<file path="config.mk">
export PLATFORM = sky130hd
export DESIGN_NAME = nearest_neighbor_scale_addr_core
export DESIGN_NICKNAME = d
export VERILOG_FILES = /design/src/rtl/nnsa_pkg.sv /design/src/rtl/nnsa_front.sv /design/src/rtl/nnsa_cell.sv /design/src/rtl/nnsa_out.sv /design/src/rtl/nearest_neighbor_scale_addr_core.sv
export SDC_FILE = /design/constraint.sdc
export NUM_CORES = 2
export LEC_CHECK = 0
export BUFFER_PORTS_ARGS = -buffer_cell sky130_fd_sc_hd__buf_4
export CORE_ASPECT_RATIO = 1.25
export CORE_UTILIZATION = 60
export CTS_CLUSTER_DIAMETER = 60
export CTS_CLUSTER_SIZE = 25
export DETAILED_ROUTE_END_ITERATION = 12
export PLACE_DENSITY = 0.76
export SLEW_MARGIN = 30
export SYNTH_ARGS = -nofsm -noshare
export SYNTH_HDL_FRONTEND = slang
export SYNTH_HIERARCHICAL = 1
export SYNTH_SLANG_ARGS = --single-unit
</file>
<file path="constraint.sdc">
create_clock -name clk -period 13.4 [get_ports clk]
set_input_delay 2.68 -clock clk [delete_from_list [all_inputs] [get_ports clk]]
set_output_delay 2.68 -clock clk [all_outputs]
set_load 0.01 [all_outputs]
</file>
<file path="src/rtl/nnsa_pkg.sv">
`default_nettype none

package nnsa_pkg;

  localparam int COORD_W     = 12;
  localparam int REG_W       = 13;
  localparam int INDEX_W     = 24;
  localparam int MAX_DIM_DEF = 4096;
  localparam int REG_LIMIT   = 8191;
  localparam int CFG_IDX_W   = 4;
  localparam int S_DATA_W    = 2 * COORD_W;
  localparam int M_DATA_W    = 2 * COORD_W + 2 * INDEX_W;

  typedef enum logic [CFG_IDX_W-1:0] {
    REG_SOURCE_WIDTH  = 4'd0,
    REG_SOURCE_HEIGHT = 4'd1,
    REG_TARGET_WIDTH  = 4'd2,
    REG_TARGET_HEIGHT = 4'd3
  } cfg_reg_t;

endpackage

`default_nettype wire

</file>
<file path="src/rtl/nnsa_front.sv">
`default_nettype none

module nnsa_front #(
  parameter int DW = 13,
  parameter int NW = 25
) (
  input  wire logic                         clk,
  input  wire logic                         rst,
  input  wire logic                         up_valid,
  output      logic                         up_ready,
  input  wire logic [nnsa_pkg::COORD_W-1:0] col_in,
  input  wire logic [nnsa_pkg::COORD_W-1:0] row_in,
  input  wire logic [DW-1:0]                sw,
  input  wire logic [DW-1:0]                sh,
  input  wire logic [DW-1:0]                tw,
  input  wire logic [DW-1:0]                th,
  output      logic                         dn_valid,
  input  wire logic                         dn_ready,
  output      logic [NW-1:0]                rx,
  output      logic [NW-1:0]                ry,
  output      logic [nnsa_pkg::COORD_W-1:0] col,
  output      logic [nnsa_pkg::COORD_W-1:0] row,
  output      logic                         inr
);

  assign up_ready = !dn_valid || dn_ready;

  always_ff @(posedge clk) begin
    if (rst) begin
      dn_valid <= 1'b0;
    end else if (up_ready) begin
      dn_valid <= up_valid;
    end
  end

  always_ff @(posedge clk) begin
    if (up_valid && up_ready) begin
      rx  <= NW'(col_in) * NW'(sw);
      ry  <= NW'(row_in) * NW'(sh);
      col <= col_in;
      row <= row_in;
      inr <= (NW'(col_in) < NW'(tw)) && (NW'(row_in) < NW'(th));
    end
  end

endmodule

`default_nettype wire

</file>
<file path="src/rtl/nnsa_cell.sv">
`default_nettype none

// one quotient bit (weight 2**K) for both axes
module nnsa_cell #(
  parameter int DW = 13,
  parameter int NW = 25,
  parameter int K  = 0
) (
  input  wire logic                         clk,
  input  wire logic                         rst,
  input  wire logic                         up_valid,
  output      logic                         up_ready,
  input  wire logic [DW-1:0]                tw,
  input  wire logic [DW-1:0]                th,
  input  wire logic [NW-1:0]                rx_in,
  input  wire logic [NW-1:0]                ry_in,
  input  wire logic [DW-1:0]                qx_in,
  input  wire logic [DW-1:0]                qy_in,
  input  wire logic [nnsa_pkg::COORD_W-1:0] col_in,
  input  wire logic [nnsa_pkg::COORD_W-1:0] row_in,
  input  wire logic                         inr_in,
  output      logic                         dn_valid,
  input  wire logic                         dn_ready,
  output      logic [NW-1:0]                rx,
  output      logic [NW-1:0]                ry,
  output      logic [DW-1:0]                qx,
  output      logic [DW-1:0]                qy,
  output      logic [nnsa_pkg::COORD_W-1:0] col,
  output      logic [nnsa_pkg::COORD_W-1:0] row,
  output      logic                         inr
);

  localparam int XW = NW + DW;

  logic [XW-1:0] dx, dy, rxe, rye;
  logic          gex, gey;
  logic [NW-1:0] rx_next, ry_next;
  logic [DW-1:0] qx_next, qy_next;

  assign dx  = XW'(tw) << K;
  assign dy  = XW'(th) << K;
  assign rxe = XW'(rx_in);
  assign rye = XW'(ry_in);
  assign gex = rxe >= dx;
  assign gey = rye >= dy;

  assign rx_next = gex ? NW'(rxe - dx) : rx_in;
  assign ry_next = gey ? NW'(rye - dy) : ry_in;
  assign qx_next = qx_in | (DW'(gex) << K);
  assign qy_next = qy_in | (DW'(gey) << K);

  assign up_ready = !dn_valid || dn_ready;

  always_ff @(posedge clk) begin
    if (rst) begin
      dn_valid <= 1'b0;
    end else if (up_ready) begin
      dn_valid <= up_valid;
    end
  end

  always_ff @(posedge clk) begin
    if (up_valid && up_ready) begin
      rx  <= rx_next;
      ry  <= ry_next;
      qx  <= qx_next;
      qy  <= qy_next;
      col <= col_in;
      row <= row_in;
      inr <= inr_in;
    end
  end

endmodule

`default_nettype wire

</file>
<file path="src/rtl/nnsa_out.sv">
`default_nettype none

module nnsa_out #(
  parameter int DW = 13
) (
  input  wire logic                         clk,
  input  wire logic                         rst,
  input  wire logic                         up_valid,
  output      logic                         up_ready,
  input  wire logic [DW-1:0]                qx,
  input  wire logic [DW-1:0]                qy,
  input  wire logic [nnsa_pkg::COORD_W-1:0] col,
  input  wire logic [nnsa_pkg::COORD_W-1:0] row,
  input  wire logic                         inr,
  input  wire logic [DW-1:0]                sw,
  input  wire logic [DW-1:0]                tw,
  output      logic                         dn_valid,
  input  wire logic                         dn_ready,
  output      logic [nnsa_pkg::COORD_W-1:0] src_col,
  output      logic [nnsa_pkg::COORD_W-1:0] src_row,
  output      logic [nnsa_pkg::INDEX_W-1:0] src_index,
  output      logic [nnsa_pkg::INDEX_W-1:0] dst_index,
  output      logic                         in_range
);

  localparam int SW = nnsa_pkg::INDEX_W + 2 * DW;
  localparam int CW = nnsa_pkg::COORD_W;
  localparam int IW = nnsa_pkg::INDEX_W;

  logic [SW-1:0] sidx, didx;

  assign sidx = SW'(qy) * SW'(sw) + SW'(qx);
  assign didx = SW'(row) * SW'(tw) + SW'(col);

  assign up_ready = !dn_valid || dn_ready;

  always_ff @(posedge clk) begin
    if (rst) begin
      dn_valid <= 1'b0;
    end else if (up_ready) begin
      dn_valid <= up_valid;
    end
  end

  always_ff @(posedge clk) begin
    if (up_valid && up_ready) begin
      in_range <= inr;
      if (inr) begin
        src_col   <= CW'(qx);
        src_row   <= CW'(qy);
        src_index <= sidx[IW-1:0];
        dst_index <= didx[IW-1:0];
      end else begin
        src_col   <= '0;
        src_row   <= '0;
        src_index <= '0;
        dst_index <= '0;
      end
    end
  end

endmodule

`default_nettype wire

</file>
<file path="src/rtl/nearest_neighbor_scale_addr_core.sv">
// channel   | direction | request contents
// ----------+-----------+-------------------------------------------------------
// s_axis    | in        | tdata: dest_col, dest_row
// m_axis    | out       | tdata: src_col, src_row, src_index, dst_index; tuser: in_range
// cfg       | in        | cfg_index selects register 0..3, cfg_data is the value
//
// One request per cycle sustained while m_axis_tready stays high. The pipe is a front
// stage, a row of divider cells (one quotient bit per axis each) and an output stage.
// Every stage holds its own request while the one after it is full, so bubbles
// close up under backpressure. Reset (rst, synchronous) empties the pipe and
// sets all four dimensions to 1. cfg_ready is always high.
`default_nettype none

module nearest_neighbor_scale_addr_core #(
  parameter int MAX_DIM = nnsa_pkg::MAX_DIM_DEF
) (
  input  wire logic                           clk,
  input  wire logic                           rst,
  input  wire logic                           s_axis_tvalid,
  output      logic                           s_axis_tready,
  input  wire logic [nnsa_pkg::S_DATA_W-1:0]  s_axis_tdata,  // dest_col, dest_row
  output      logic                           m_axis_tvalid,
  input  wire logic                           m_axis_tready,
  output      logic [nnsa_pkg::M_DATA_W-1:0]  m_axis_tdata,  // src_col, src_row, src_index, dst_index
  output      logic                           m_axis_tuser,  // in_range
  input  wire logic                           cfg_valid,
  output      logic                           cfg_ready,
  input  wire logic [nnsa_pkg::CFG_IDX_W-1:0] cfg_index,
  input  wire logic [nnsa_pkg::REG_W-1:0]     cfg_data
);

  localparam int LIM = (MAX_DIM > nnsa_pkg::REG_LIMIT) ? nnsa_pkg::REG_LIMIT : MAX_DIM;
  localparam int DW  = $clog2(LIM + 1);
  localparam int CW  = nnsa_pkg::COORD_W;
  localparam int NW  = CW + DW;
  localparam int RW  = nnsa_pkg::REG_W;
  localparam int IW  = nnsa_pkg::INDEX_W;

  logic [DW-1:0] sw, sh, tw, th;

  function automatic logic [DW-1:0] clamp_dim(input logic [RW-1:0] v);
    logic [DW-1:0] r;
    if (v == '0) begin
      r = DW'(1);
    end else if (v > RW'(LIM)) begin
      r = DW'(LIM);
    end else begin
      r = DW'(v);
    end
    return r;
  endfunction

  assign cfg_ready = 1'b1;

  always_ff @(posedge clk) begin
    if (rst) begin
      sw <= DW'(1);
      sh <= DW'(1);
      tw <= DW'(1);
      th <= DW'(1);
    end else if (cfg_valid) begin
      case (cfg_index)
        nnsa_pkg::REG_SOURCE_WIDTH:  sw <= clamp_dim(cfg_data);
        nnsa_pkg::REG_SOURCE_HEIGHT: sh <= clamp_dim(cfg_data);
        nnsa_pkg::REG_TARGET_WIDTH:  tw <= clamp_dim(cfg_data);
        nnsa_pkg::REG_TARGET_HEIGHT: th <= clamp_dim(cfg_data);
        default: ;
      endcase
    end
  end

  logic          vld_s [0:DW];
  logic          rdy_s [0:DW];
  logic [NW-1:0] rx_s  [0:DW];
  logic [NW-1:0] ry_s  [0:DW];
  logic [DW-1:0] qx_s  [0:DW];
  logic [DW-1:0] qy_s  [0:DW];
  logic [CW-1:0] col_s [0:DW];
  logic [CW-1:0] row_s [0:DW];
  logic          inr_s [0:DW];

  logic [CW-1:0] src_col, src_row;
  logic [IW-1:0] src_index, dst_index;

  assign qx_s[0] = '0;
  assign qy_s[0] = '0;

  nnsa_front #(.DW(DW), .NW(NW)) u_front (
    .clk      (clk),
    .rst      (rst),
    .up_valid (s_axis_tvalid),
    .up_ready (s_axis_tready),
    .col_in   (s_axis_tdata[CW-1:0]),
    .row_in   (s_axis_tdata[2*CW-1:CW]),
    .sw       (sw),
    .sh       (sh),
    .tw       (tw),
    .th       (th),
    .dn_valid (vld_s[0]),
    .dn_ready (rdy_s[0]),
    .rx       (rx_s[0]),
    .ry       (ry_s[0]),
    .col      (col_s[0]),
    .row      (row_s[0]),
    .inr      (inr_s[0])
  );

  for (genvar j = 0; j < DW; j++) begin : g_cell
    nnsa_cell #(.DW(DW), .NW(NW), .K(DW - 1 - j)) u_cell (
      .clk      (clk),
      .rst      (rst),
      .up_valid (vld_s[j]),
      .up_ready (rdy_s[j]),
      .tw       (tw),
      .th       (th),
      .rx_in    (rx_s[j]),
      .ry_in    (ry_s[j]),
      .qx_in    (qx_s[j]),
      .qy_in    (qy_s[j]),
      .col_in   (col_s[j]),
      .row_in   (row_s[j]),
      .inr_in   (inr_s[j]),
      .dn_valid (vld_s[j+1]),
      .dn_ready (rdy_s[j+1]),
      .rx       (rx_s[j+1]),
      .ry       (ry_s[j+1]),
      .qx       (qx_s[j+1]),
      .qy       (qy_s[j+1]),
      .col      (col_s[j+1]),
      .row      (row_s[j+1]),
      .inr      (inr_s[j+1])
    );
  end

  nnsa_out #(.DW(DW)) u_out (
    .clk       (clk),
    .rst       (rst),
    .up_valid  (vld_s[DW]),
    .up_ready  (rdy_s[DW]),
    .qx        (qx_s[DW]),
    .qy        (qy_s[DW]),
    .col       (col_s[DW]),
    .row       (row_s[DW]),
    .inr       (inr_s[DW]),
    .sw        (sw),
    .tw        (tw),
    .dn_valid  (m_axis_tvalid),
    .dn_ready  (m_axis_tready),
    .src_col   (src_col),
    .src_row   (src_row),
    .src_index (src_index),
    .dst_index (dst_index),
    .in_range  (m_axis_tuser)
  );

  assign m_axis_tdata = {dst_index, src_index, src_row, src_col};

endmodule

`default_nettype wire

</file>
==> results.txt <==
During synthesis, Yosys emitted a total of 6 warnings. The power density over the cells was 90.9 nW/um^2; the largest net degree at the start of global routing was 80. Once the floorplan was initialized, standard cells occupied 60.7% of the core. STA classifies the critical path endpoint as an output pin. The path type of the worst min-delay path is register to register.

Across the run, the number of max-cap violations was 0. After detailed routing, the number of vias per cell comes to 5.83. The number of failing hold endpoints at the final stage was 0. The post-route worst hold slack is 0.400 ns, and the final setup violation count is 0. The initial antenna violation count is 6, and the critical path required time is 10.72 ns. TritonCTS built the clock tree. For the cell count after placement, the log shows 10.1k. The flow ran to the end, and the final reports show no timing, DRC or antenna violations. On the final layout, the worst clock skew is 0.0493 ns.

In this run the post-CTS setup repair buffer count came out at 0. The logs give 0 for the count of pins over their slew limit and 315000 microns for the wire length of the first global-routing pass. The die is 354 microns wide.

Counting the buffers created by CTS gives 99. The leakage power of the design came out at 0.0377 uW. The switching share of total power works out to 23.7%. The run gives 5.74 ns as the data arrival time at the worst-slack endpoint.

Compared with the post-synthesis result, the final layout area differs by 7.27%. In this run the tightest slew margin relative to its limit is 31.8%. Counting the fill cells in the layout gives 11.3k. Dividing the detail-routed wire length by the instance count gives 19.3 microns. Across the VDD grid, the largest voltage drop is 112 uV. For this run, the top clock speed supported by timing is 0.119 GHz. In this run the number of H-tree levels came out at 3. After detailed routing, the number of remaining DRC violations is 0. In this run the clock root is driven by a sky130_fd_sc_hd__clkbuf_16. For the DRC violation total after the first TritonRoute iteration, the log shows 3953. Registers take 43700 sq um.

Summed over all nets, the switching power comes to 2140 uW. The remaining antenna violation count after routing is 0, and the largest fanout on the critical path is 3. Before antenna repair, the detailed router went through 6 iterations. The post-synthesis average cell area works out to 11.5 sq um. The run gives 1478 as the total clock sinks.

The floorplan step defined a core boundary enclosing 153000 sq um. STA classifies the critical path startpoint as an input port. Detailed placement ended at an HPWL of 148000 microns.

For this design the top-level I/O count stands at 122. The run gives 61.1k as the via count of the first global-routing pass. The post-route clock period utilization is 62.8%, and the total area of multi-input combinational cells is 43900 sq um. The floorplan step defined a die boundary enclosing 156000 sq um. Across all layers, the routed design uses 59.8k vias. Sequential cells burn 56.4% of the power. The clock network fraction of total power was 36.7%. Measured along the y axis, the die boundary spans 441 microns. The maximum root-to-sink buffer count is 3, and the net count reported at finish is 9319.

Excluding fillers, the count of instances in the completed layout stands at 10.3k. Input and output buffers added on the ports amount to 120. For the count of cells resized by post-cts repair, the log shows 0. The run gives 6900 uW as the cell internal power dissipation.

The floorplan has 160 rows. The tools report the total congestion overflow as 0. In the final timing run, aggregate negative setup slack is 0 ns. Clock slew at the register clock pins of the worst setup and hold paths: 0.09 ns. Category of the most critical setup path: input port to output pin. The smallest clock period supported by the final layout is computed as 8.42 ns. Setup repair after global routing left no endpoint under its margin. For the area of the mapped netlist, the log shows 92700 sq um. Summed over all layers, the routed wires come to 198000 microns. The clock reaches the later pin of the worst-skew pair after 0.74 ns. Buffers inserted to repair hold after CTS numbered 0. The share of post-route cells with drive strength above 1 was 7.87%; the weighted congestion reported at the end of routability-driven placement was 0.947. For the part of the power in combinational logic, the log shows 6.8%.

Synthesis produced 8063 cells. At the pin with the least slew margin, the transition time is 0.996 ns. The run gives 25.4% as the global-route total usage across every layer.
-- registers in the layout (all words and copies together) (netlist names), 12 cells and up --
signal / flops
g_cell.u_cell/rx: 300
sh: 13
u_out/src_row: 12
g_cell.u_cell/ry: 300
g_cell.u_cell/inr: 13
u_out/src_index: 24
u_front/col: 12
tw: 13
g_cell.u_cell/qy: 169
g_cell.u_cell/row: 156
g_cell.u_cell/dn_valid: 13
u_front/row: 12
th: 13
u_out/src_col: 12
g_cell.u_cell/qx: 169
u_out/dst_index: 24
u_front/ry: 25
g_cell.u_cell/col: 156
sw: 13
u_front/rx: 25
-- layout make-up --
class,instances,share of cell area [%]
diodes,4,0.0101
clock buffers,118,2.68
clock inverters,61,0.962
inverters,1106,4.18
multi-input cells,5266,44.1
flip-flops and latches,1478,44.0
well taps,2025,2.55
repair buffers,196,1.54
-- metrics by stage --
step                power (uW)  cell area (sq um)  util, %  worst slack [ns]
finish                    9040              99400     65.1              4.98
detailed placement        5820              95700     62.7              5.07
CTS                       9120              99300     65.0              5.01
global placement          5800              95700     62.6              5.20
floorplan                 5650              92800        -              5.63
global route              9340              99400     65.1              4.68
-- placed cells by master (no fill, tap or decap), types with 17 or more instances in the layout --
cell type / instances
sky130_fd_sc_hd__edfxtp_1: 1411
sky130_fd_sc_hd__inv_1: 1105
sky130_fd_sc_hd__nand2_1: 647
sky130_fd_sc_hd__ha_1: 633
sky130_fd_sc_hd__fa_1: 493
sky130_fd_sc_hd__a21oi_1: 467
sky130_fd_sc_hd__nor2_1: 355
sky130_fd_sc_hd__and2_1: 321
sky130_fd_sc_hd__o21ai_0: 278
sky130_fd_sc_hd__xnor2_1: 213
sky130_fd_sc_hd__buf_4: 190
sky130_fd_sc_hd__xor2_1: 171
sky130_fd_sc_hd__nand3_1: 124
sky130_fd_sc_hd__a21o_1: 123
sky130_fd_sc_hd__nor3_1: 116
sky130_fd_sc_hd__clkbuf_16: 104
sky130_fd_sc_hd__mux2_2: 87
sky130_fd_sc_hd__nand2b_1: 82
sky130_fd_sc_hd__nand4_1: 75
sky130_fd_sc_hd__a211oi_1: 73
sky130_fd_sc_hd__dfxtp_1: 67
sky130_fd_sc_hd__o21a_1: 63
sky130_fd_sc_hd__nor4_1: 60
sky130_fd_sc_hd__nor2b_1: 55
sky130_fd_sc_hd__o211ai_1: 46
sky130_fd_sc_hd__and3_1: 38
sky130_fd_sc_hd__a31oi_1: 38
sky130_fd_sc_hd__o21ai_1: 36
sky130_fd_sc_hd__o21bai_1: 30
sky130_fd_sc_hd__mux2_4: 29
sky130_fd_sc_hd__or3_1: 29
sky130_fd_sc_hd__conb_1: 27
sky130_fd_sc_hd__mux2i_1: 26
sky130_fd_sc_hd__nand3b_1: 26
sky130_fd_sc_hd__nand4b_1: 25
sky130_fd_sc_hd__or2_2: 25
sky130_fd_sc_hd__o31ai_1: 23
sky130_fd_sc_hd__or4_1: 22
sky130_fd_sc_hd__o31a_1: 19
sky130_fd_sc_hd__a21boi_0: 17
-- critical path: stages --
cell and delay (ns):
sky130_fd_sc_hd__buf_4 0.10, sky130_fd_sc_hd__nand2b_1 0.16, sky130_fd_sc_hd__nand2b_1 0.18, sky130_fd_sc_hd__nand2b_1 0.19, sky130_fd_sc_hd__nand2b_1 0.19, sky130_fd_sc_hd__nand2b_1 0.19
sky130_fd_sc_hd__nand2b_1 0.18, sky130_fd_sc_hd__nand2b_1 0.18, sky130_fd_sc_hd__nand2b_1 0.18, sky130_fd_sc_hd__nand2b_1 0.19, sky130_fd_sc_hd__nand2b_1 0.19, sky130_fd_sc_hd__nand2b_1 0.19
sky130_fd_sc_hd__nand2b_1 0.19, sky130_fd_sc_hd__nand2b_1 0.19, sky130_fd_sc_hd__nand2b_1 0.19, sky130_fd_sc_hd__nand2b_1 0.20, sky130_fd_sc_hd__buf_4 0.16
-- path summary, 6_finish.rpt --
check | from | to | slack, ns | cells after the start
max | m_axis_tready | s_axis_tready | 4.98 | 17
min | g_cell[6].u_cell/qx[6] | g_cell[7].u_cell/qx[6] | 0.40 | 0
max reg2reg | sw[2] | u_out/src_index[23] | 7.11 | 21
min reg2reg | g_cell[6].u_cell/qx[6] | g_cell[7].u_cell/qx[6] | 0.40 | 0
-- layer usage --
layer	global-route usage [%]	routed length (microns)	share of wire, %	vias to the layer above
met4	12.3	9380	4.7	0
li1	-	-	-	28300
met1	30.0	78000	39	29300
met5	0	0	0	-
met2	45.9	101000	51	1738
met3	3.03	10100	5.1	437
-- power by group through the flow --
| stage | Combinational (uW) | Clock [uW] | Sequential [uW] |
|---|---|---|---|
| after CTS | 611 | 3400 | 5100 |
| after detailed placement | 608 | 0 | 5210 |
| after floorplan | 456 | 0 | 5200 |
| after global routing | 684 | 3550 | 5110 |
| final | 617 | 3320 | 5100 |
| after global placement | 590 | 0 | 5210 |
Power figures use the tool's default switching activity.
